--- src/rtl/core/nfc_pkg.sv ---
`default_nettype none
// ----------------------------------------------------------------------------
// nfc_pkg
// Shared types and fixed constants of the normalised fir convolver.
// ----------------------------------------------------------------------------
package nfc_pkg;

  localparam int COEF_W      = 16;
  localparam int QUO_W       = 62;  // 2^60 / energy, padded to an even width
  localparam int DIV_STEPS   = 61;
  localparam int ROOT_W      = 31;
  localparam int SQRT_STEPS  = 31;
  localparam int INV_W       = 32;
  localparam int INV_FRAC    = 30;
  localparam int SCALE_STEPS = 32;
  localparam int STEP_CW     = 6;

  typedef struct packed {
    logic capture;
    logic tap_step;
    logic div_init;
    logic div_step;
    logic sqrt_init;
    logic sqrt_step;
    logic norm_write;
    logic smp_write;
    logic mac_issue;
    logic scale_init;
    logic scale_step;
    logic load_out;
  } nfc_cmd_t;

  typedef struct packed {
    logic op;
    logic last;
    logic ch_ok;
    logic filter_ok;
    logic mac_done;
    logic pipe_busy;
    logic out_free;
  } nfc_stat_t;

endpackage
`default_nettype wire

--- src/rtl/core/nfc_ctrl.sv ---
`default_nettype none
// ----------------------------------------------------------------------------
// nfc_ctrl
// Sequencer: tap load, reciprocal norm, sample mac and scaling steps.
// ----------------------------------------------------------------------------
module nfc_ctrl
  import nfc_pkg::*;
(
  input  wire logic      clk,
  input  wire logic      rst,
  input  wire logic      in_valid,
  output logic           in_ready,
  input  wire nfc_stat_t stat,
  output nfc_cmd_t       cmd
);

  localparam logic [3:0] S_IDLE   = 4'd0;
  localparam logic [3:0] S_DECODE = 4'd1;
  localparam logic [3:0] S_TAP    = 4'd2;
  localparam logic [3:0] S_DIV    = 4'd3;
  localparam logic [3:0] S_SQRT   = 4'd4;
  localparam logic [3:0] S_NORM   = 4'd5;
  localparam logic [3:0] S_SMP    = 4'd6;
  localparam logic [3:0] S_MAC    = 4'd7;
  localparam logic [3:0] S_DRAIN  = 4'd8;
  localparam logic [3:0] S_SCALE  = 4'd9;
  localparam logic [3:0] S_OUT    = 4'd10;

  logic [3:0]         state, state_next;
  logic [STEP_CW-1:0] cnt, cnt_next;

  assign in_ready = (state == S_IDLE);

  always_comb begin
    state_next = state;
    cnt_next   = cnt;
    cmd        = '0;
    unique case (state)
      S_IDLE: begin
        if (in_valid) begin
          cmd.capture = 1'b1;
          state_next  = S_DECODE;
        end
      end
      S_DECODE: begin
        if (!stat.op) begin
          state_next = S_TAP;
        end else if (!stat.ch_ok) begin
          state_next = S_OUT;
        end else begin
          state_next = S_SMP;
        end
      end
      S_TAP: begin
        cmd.tap_step = 1'b1;
        if (stat.last) begin
          cmd.div_init = 1'b1;
          cnt_next     = STEP_CW'(DIV_STEPS - 1);
          state_next   = S_DIV;
        end else begin
          state_next = S_IDLE;
        end
      end
      S_DIV: begin
        cmd.div_step = 1'b1;
        cnt_next     = cnt - 1'b1;
        if (cnt == '0) begin
          cmd.sqrt_init = 1'b1;
          cnt_next      = STEP_CW'(SQRT_STEPS - 1);
          state_next    = S_SQRT;
        end
      end
      S_SQRT: begin
        cmd.sqrt_step = 1'b1;
        cnt_next      = cnt - 1'b1;
        if (cnt == '0) begin
          state_next = S_NORM;
        end
      end
      S_NORM: begin
        cmd.norm_write = 1'b1;
        state_next     = S_IDLE;
      end
      S_SMP: begin
        cmd.smp_write = 1'b1;
        state_next    = stat.filter_ok ? S_MAC : S_OUT;
      end
      S_MAC: begin
        if (stat.mac_done) begin
          state_next = S_DRAIN;
        end else begin
          cmd.mac_issue = 1'b1;
        end
      end
      S_DRAIN: begin
        if (!stat.pipe_busy) begin
          cmd.scale_init = 1'b1;
          cnt_next       = STEP_CW'(SCALE_STEPS - 1);
          state_next     = S_SCALE;
        end
      end
      S_SCALE: begin
        cmd.scale_step = 1'b1;
        cnt_next       = cnt - 1'b1;
        if (cnt == '0) begin
          state_next = S_OUT;
        end
      end
      S_OUT: begin
        if (stat.out_free) begin
          cmd.load_out = 1'b1;
          state_next   = S_IDLE;
        end
      end
      default: begin
        state_next = S_IDLE;
      end
    endcase
  end

  always_ff @(posedge clk) begin
    if (rst) begin
      state <= S_IDLE;
      cnt   <= '0;
    end else begin
      state <= state_next;
      cnt   <= cnt_next;
    end
  end

endmodule
`default_nettype wire

--- config.mk ---
export PLATFORM = sky130hd
export DESIGN_NAME = nfc_ctrl
export DESIGN_NICKNAME = d
export VERILOG_FILES = /design/src/rtl/core/nfc_pkg.sv /design/src/rtl/core/nfc_ctrl.sv
export SDC_FILE = /design/constraint.sdc
export NUM_CORES = 1
export LEC_CHECK = 0
export BUFFER_PORTS_ARGS = -buffer_cell sky130_fd_sc_hd__buf_2
export CORE_UTILIZATION = 39
export DETAILED_ROUTE_END_ITERATION = 8
export SETUP_SLACK_MARGIN = 0.15
export SYNTH_ARGS = -nofsm -noshare
export SYNTH_HDL_FRONTEND = slang
export SYNTH_SLANG_ARGS = --single-unit
--- constraint.sdc ---
create_clock -name clk -period 2.5 [get_ports clk]
set_input_delay 0.25 -clock clk [delete_from_list [all_inputs] [get_ports clk]]
set_output_delay 0.25 -clock clk [all_outputs]
set_load 0.05 [all_outputs]
# Word-level counts from Yosys, hierarchy flattened
# Cells that the tools add are included.
# Widths: inputs -> output; s select.
# totals
register_bits	10
input_bits	10
out_inout_bits	13
wordCells	59
# op_classes
addsub	1
eq_ne	18
n_mux	32
reduce_logical	6
# ops
cell	count
$mux 4	10
$pmux 4 s10	1
$pmux 6 s4	1
$mux 6	3
$eq 4x3->1 const B	4
$ne 2x2->1 const B	8
$mux 1	14
$eq 4x4->1 const B	3
$eq 4x2->1 const B	2
$reduce_and 7->1	1
$logic_not 6->1	1
$mux 2	3
$sub 6x1->6 const B	1
$eq 4x1->1 const B	1
$logic_not 4->1	1
$reduce_bool 4->1	1
$reduce_and 3->1	1
$reduce_or 2->1	1

# Logic depth before layout (Yosys ltp)
# Gate-level depths: netlist of run 1.
# depth
word_depth	4
depth_mapped	8

# Worst setup path before layout of run 1
# No wires, ideal clock.
# synth_path
path_kind	reg-to-output
from	reg state[0]
to	out cmd[11] (netlist name)
t_arrival_ps	2787
t_required_ps	2250
setup_slack_ps	-537
path_stages_with_launch	5
path_cell_list	dfxtp_1 -> buf_2 -> clkbuf_1 -> nor4_1 -> and2_1
# synth_lines
item	line_no	source
start, declared	nfc_ctrl.sv:29	logic [3:0] state, state_next;
start signal, assigned	nfc_ctrl.sv:126	state <= state_next;
end, declared	nfc_ctrl.sv:14	output nfc_cmd_t cmd

# Worst setup path in the final report of run 1
# layout_path
from	reg cnt[0]
to	reg cnt[0]
# layout_via
elab_chain_len	3
word_cells_on_any_way	4
cone_classes	add/sub: 1; mux: 2; reduce/logical: 1
# layout_rtl
item	line_no	source
start, declared	nfc_ctrl.sv:30	logic [STEP_CW-1:0] cnt, cnt_next;
start signal, assigned	nfc_ctrl.sv:127	cnt <= cnt_next;
$sub 6x1->6 / $logic_not 6->1 (equally long branches)	--	
$mux 6	nfc_ctrl.sv:67	if (cnt == '0) begin
$pmux 6 s4 (*)	nfc_ctrl.sv:38	unique case (state)
# Mark *: on every way between the ends. The rest lies on a longest branch, timed or not.
# A chain may end at the register's enable or synchronous reset.

==> qor.txt, run 1 <==
Starting DRT DRC Count - 21
Yosys top cell by area - dfxtp_1
Slew @ Worst Pin - 379 ps
Avg Vias per Cell - 5.40
die width - 49.9 um
Internal - 687 uW
Die Area - 0.00249 mm2
Skew-Pair Late Insertion Delay - 270 ps
initial antenna violation count - 0
Critical Path End Type - register
fin cells - 162
Synth top area share - 0.223
met3 global-route usage - 0.0586
Site Rows - 16
max-slew violations - 0
CP Max Fanout - 4
Most used DFF post-synth - dfxtp_1
CTS tree - built
synth top area cells - dfxtp_1, nor2_1, nand2_1
post-synthesis sequential area ratio - 0.223
Inserted Diodes - 0
total congestion overflow - 0
r2r setup slk - 230 ps
worst r2r src - cnt[0]
Final ANT Viol Nets - 0
WL final - 2070 um
Switch Pwr - 692 uW
largest net degree at the start of global routing - 17
Max H-tree Level - 1
setup_tns - 0 ps
Max-Slew Margin vs Limit - 0.748
status - complete, no violations
grt peak-use layer - met2
crit path time final - 2270 ps
Final Cell Area - 0.00107 mm2
drt drc - 0
Synth top cells by count - nor2_1, dfxtp_1, nand2_1, inv_1
Buffers & Inverters on Critical Path - 1
Worst Setup SP - cnt[0]
final setup margin - 228 ps
Cells after Synth - 113
Post-CTS Setup Repair Bufs - 0
crit-path leading delay family - simple AND/OR/NAND/NOR gates
final core utilization - 0.518
Worst path depth - 7
met2 Use GR - 0.309
library cell with the highest instance count after synthesis - nor2_1
Async SR Flop Fraction - 0
Worst-path clk slew - 70 ps
Cell Chain, Critical Path - inv_1 -> ha_1 -> or3b_4 -> or3_4 -> a211o_1 -> and2_0 -> o31a_1
synthesized area per cell - 7.93 um2
final hold vios - 0
sequential power share - 0.207
Ys Warns - 0
CTS sink count - 10
initial core utilization - 0.434
Max Root-Sink Buffers - 2
Placed Cells - 158
cts hold-fix bufs - 0
die height - 49.9 um
fmax - 440 MHz
met1 Use GR - 0.262
syn_nets - 124
Peak VDD IR - 0.566 mV
global-route wire length before repair - 3660 um
Leak Pwr - 0.000474 uW
gpl congestion - 0.804
hold crit path type - input port to register
TritonRoute pass-1 iters - 6
number of synthesized flops with an enable pin - 0
RR Endpoint - cnt[0]
port buffer count - 22
vias post-DR - 874
Worst path slowest cell - or3b_4
DP Area - 0.00103 mm2
pre-CTS WS - 244 ps
pwr/cell area - 1290 mW/mm2
Inserted Clock Buffers - 3
drt wl/cell - 12.8 um
number of global-route vias before repair - 819
CP arrival - 2430 ps
total track usage - 0.194
Comb pwr share - 0.687
worst setup path end - cnt[0]
clock power share - 0.106
max cap viols - 0
max incr delay on CP - 410 ps
post-CTS resize count - 0
Sw Ratio - 0.502
# nets final - 147
area grow syn2layout - 19.1%
CTS root buf - clkbuf_4
Req. time, crit path - 2660 ps
IO Pins - 23
#FFs+latches synth - 10
Worst Reg-to-Reg Cells - 7
core area - 0.00206 mm2
RSZ-0062 raised after global routing - false
endpoints failing setup - 0
share of cells above drive strength 1 - 0.311
Crit Path Category - register to register
Post-Syn Area - 896 um2
post-detail-place hpwl - 1560 um
final period utilization - 0.909
Synth cell types - 43
crit start category - register
Fin Clk Skew - 1.91 ps
-- through the flow --
stage	power (uW)	hold WS, ps
6_report	1380	271
5_1_grt	1500	282
4_1_cts	1380	257
3_5_place_dp	1230	497
3_3_place_gp	1220	496
2_1_floorplan	1080	453
-- power groups by stage --
stage	clock, uW	sequential (uW)	combinational, uW
3_5_place_dp	0	286	941
5_1_grt	160	295	1040
2_1_floorplan	0	250	835
4_1_cts	152	283	949
6_report	146	286	948
3_3_place_gp	0	285	937
-- worst min-delay path by stage --
stage	startpoint	end	slack, ps	cells after the start
after floorplan	cnt[1]	cnt[1]	450	2
after global placement	cnt[1]	cnt[1]	500	2
after detailed placement	cnt[1]	cnt[1]	500	2
after CTS	rst	cnt[4]	260	2
after global routing	rst	cnt[2]	280	2
final	rst	cnt[4]	270	2
-- cells in the final DEF (no fill, tap or decap), types with 2 or more instances in the layout --
cell type	Yosys	layout
nor3_1	6	6
nor2_1	12	12
a21oi_1	6	6
a211o_1	2	2
and3_1	2	2
dfxtp_1	10	10
or3_4	2	2
and2_1	2	2
inv_1	8	8
buf_4	0	5
nand3_1	3	3
nor4b_2	0	3
clkbuf_4	0	3
nand2b_1	4	4
nand2_1	9	9
buf_2	1	22
o21ai_0	4	4
mux2i_1	3	3
a311oi_1	2	2
a21o_1	2	2
nor4_2	0	2
nor2b_1	2	2
-- logic make-up (layout without fill, tap and decap cells) --
logic type      Yosys count  count (layout)  synth area share
mux                       3               3            0.0335
buf+inv                  17              39             0.127
fa+ha+maj                 1               1            0.0140
simple gates             57              57             0.378
flops                    10              10             0.223
compound gates           25              25             0.223
-- worst reg2reg max path, delay by kind of cell (launching register included) --
family          cells  cell delay [ps]
compound gates      2              630
simple gates        3              960
flops               1              310
buf+inv             1               90
fa+ha+maj           1              180
-- sequential cells by signal, indices dropped and copies added, names as in the netlist --
signal / cells
state: 4
cnt: 6
-- layer usage --
| metal | wire (um) | vias to the layer above |
|---|---|---|
| li1 | - | 461 |
| met1 | 1060 | 395 |
| met2 | 918 | 16 |
| met3 | 85 | 2 |
| met4 | 10 | 0 |
| met5 | 0 | - |
-- area by class of cell --
cell class | instances | area (um2)
Fill cell | 209 | 995
Sequential cell | 10 | 200
Tap cell | 27 | 33.8
Clock buffer | 4 | 36.3
Inverter | 8 | 30.0
Multi-Input combinational cell | 86 | 619
Timing Repair Buffer | 27 | 148
Power figures use the tool's default switching activity.
==> run 2: changes to the inputs <==
--- a/config.mk
+++ b/config.mk
@@ -6,8 +6,10 @@
 export NUM_CORES = 1
 export LEC_CHECK = 0
 export BUFFER_PORTS_ARGS = -buffer_cell sky130_fd_sc_hd__buf_2
+export CORE_MARGIN = 1
 export CORE_UTILIZATION = 39
 export DETAILED_ROUTE_END_ITERATION = 8
+export PLACE_DENSITY_LB_ADDON = 0.12
 export SETUP_SLACK_MARGIN = 0.15
 export SYNTH_ARGS = -nofsm -noshare
 export SYNTH_HDL_FRONTEND = slang
==> qor.txt, run 2 (synthesized netlist as in run 1, its figures left out) <==
Final ANT Viol Nets - 0
die width - 49.9 um
met2 Use GR - 0.300
status - complete, no violations
sequential cell area - 200 um2
met3 global-route usage - 0.0556
core area - 0.00206 mm2
Inserted Clock Buffers - 3
Placed Cells - 159
Skew-Pair Late Insertion Delay - 270 ps
max cap viols - 0
CP Max Fanout - 4
Max Root-Sink Buffers - 2
max incr delay on CP - 410 ps
total track usage - 0.187
max reg flops - 6
share of cells above drive strength 1 - 0.316
CP arrival - 2380 ps
max-slew violations - 0
Cell Chain, Critical Path - inv_1 -> ha_1 -> or3b_4 -> or3_4 -> a211o_1 -> and2_0 -> o31a_1
drt drc - 0
final core utilization - 0.521
crit path time final - 2230 ps
filler cell count - 208
global-route wire length before repair - 3610 um
setup_tns - 0 ps
drt wl/cell - 12.8 um
Switch Pwr - 688 uW
commonest non-fill, non-tap cell in the layout - buf_2
final period utilization - 0.893
Worst-path clk slew - 70 ps
Internal - 693 uW
initial core utilization - 0.434
area grow syn2layout - 20.0%
Fin Clk Skew - 6.93 ps
CTS tree - built
Die Area - 0.00249 mm2
port buffer count - 22
Peak VDD IR - 0.672 mV
largest net degree at the start of global routing - 17
TritonRoute pass-1 iters - 4
Avg Vias per Cell - 5.58
fmax - 448 MHz
pre-CTS WS - 268 ps
Max-Slew Margin vs Limit - 0.722
Critical Path End Type - register
Worst path slowest cell - or3b_4
Sw Ratio - 0.498
Max H-tree Level - 1
CTS sink count - 10
# nets final - 148
CTS root buf - clkbuf_4
crit start category - register
Req. time, crit path - 2650 ps
WL final - 2090 um
hold crit path type - input port to register
RSZ-0062 raised after global routing - false
fin cells - 163
Starting DRT DRC Count - 10
pwr/cell area - 1280 mW/mm2
post-CTS resize count - 0
endpoints failing setup - 0
initial antenna violation count - 0
IO Pins - 23
total congestion overflow - 0
grt peak-use layer - met2
Multi-input gate area - 619 um2
most frequent cells in the layout - buf_2, nor2_1, dfxtp_1
vias post-DR - 909
Comb pwr share - 0.688
Leak Pwr - 0.000479 uW
met1 Use GR - 0.253
die height - 49.9 um
gpl congestion - 0.777
number of global-route vias before repair - 831
Post-CTS Setup Repair Bufs - 0
Crit Path Category - register to register
Inserted Diodes - 0
final setup margin - 267 ps
post-detail-place hpwl - 1650 um
clock power share - 0.106
register with the most flip-flops - cnt
final hold vios - 0
cts hold-fix bufs - 0
Site Rows - 16
Slew @ Worst Pin - 414 ps
top flop regs - cnt x6, state x4
sequential power share - 0.206
## run 2: area by class of cell
| type | count | share of cell area |
|---|---|---|
| inverters | 8 | 0.0279 |
| clock buffers | 4 | 0.0338 |
| well taps | 27 | 0.0314 |
| repair buffers | 28 | 0.144 |
| multi-input cells | 86 | 0.576 |
| flip-flops and latches | 10 | 0.186 |
## run 2: metal layers
layer | part of all wire | vias up
met3 | 0.043 | 0
li1 | - | 462
met2 | 0.46 | 23
met4 | 0 | 0
met1 | 0.50 | 424
met5 | 0 | -
## run 2: worst max-delay path: cells and delay by family (launching register included)
family / cells / cell delay (ps)
flip-flops: 1 / 310
buffers and inverters: 1 / 80
adder cells (fa/ha/maj): 1 / 170
AND/OR/NAND/NOR: 3 / 950
AO/OA/AOI/OAI: 2 / 620
## run 2: final timing paths
path	depth (start not counted)	startpoint	to	slack (ps)
worst max-delay path	7	cnt[0]	cnt[0]	270
worst min-delay path	2	rst	state[0]	270
worst min register to register	2	cnt[1]	cnt[1]	490
worst max register to register	7	cnt[0]	cnt[0]	270
## run 2: per-stage QoR
step	hold WS (ps)	power, uW	instance area [um2]
2_1_floorplan	453	1080	933
3_3_place_gp	484	1230	1040
3_5_place_dp	482	1240	1040
4_1_cts	272	1390	1070
5_1_grt	286	1510	1070
6_report	272	1380	1070
## run 2: power by group through the flow
stage	clock network, uW	registers (uW)	logic [uW]
floorplan	0	250	835
global placement	0	284	941
detailed placement	0	289	950
CTS	150	285	952
global route	163	296	1050
finish	146	285	951
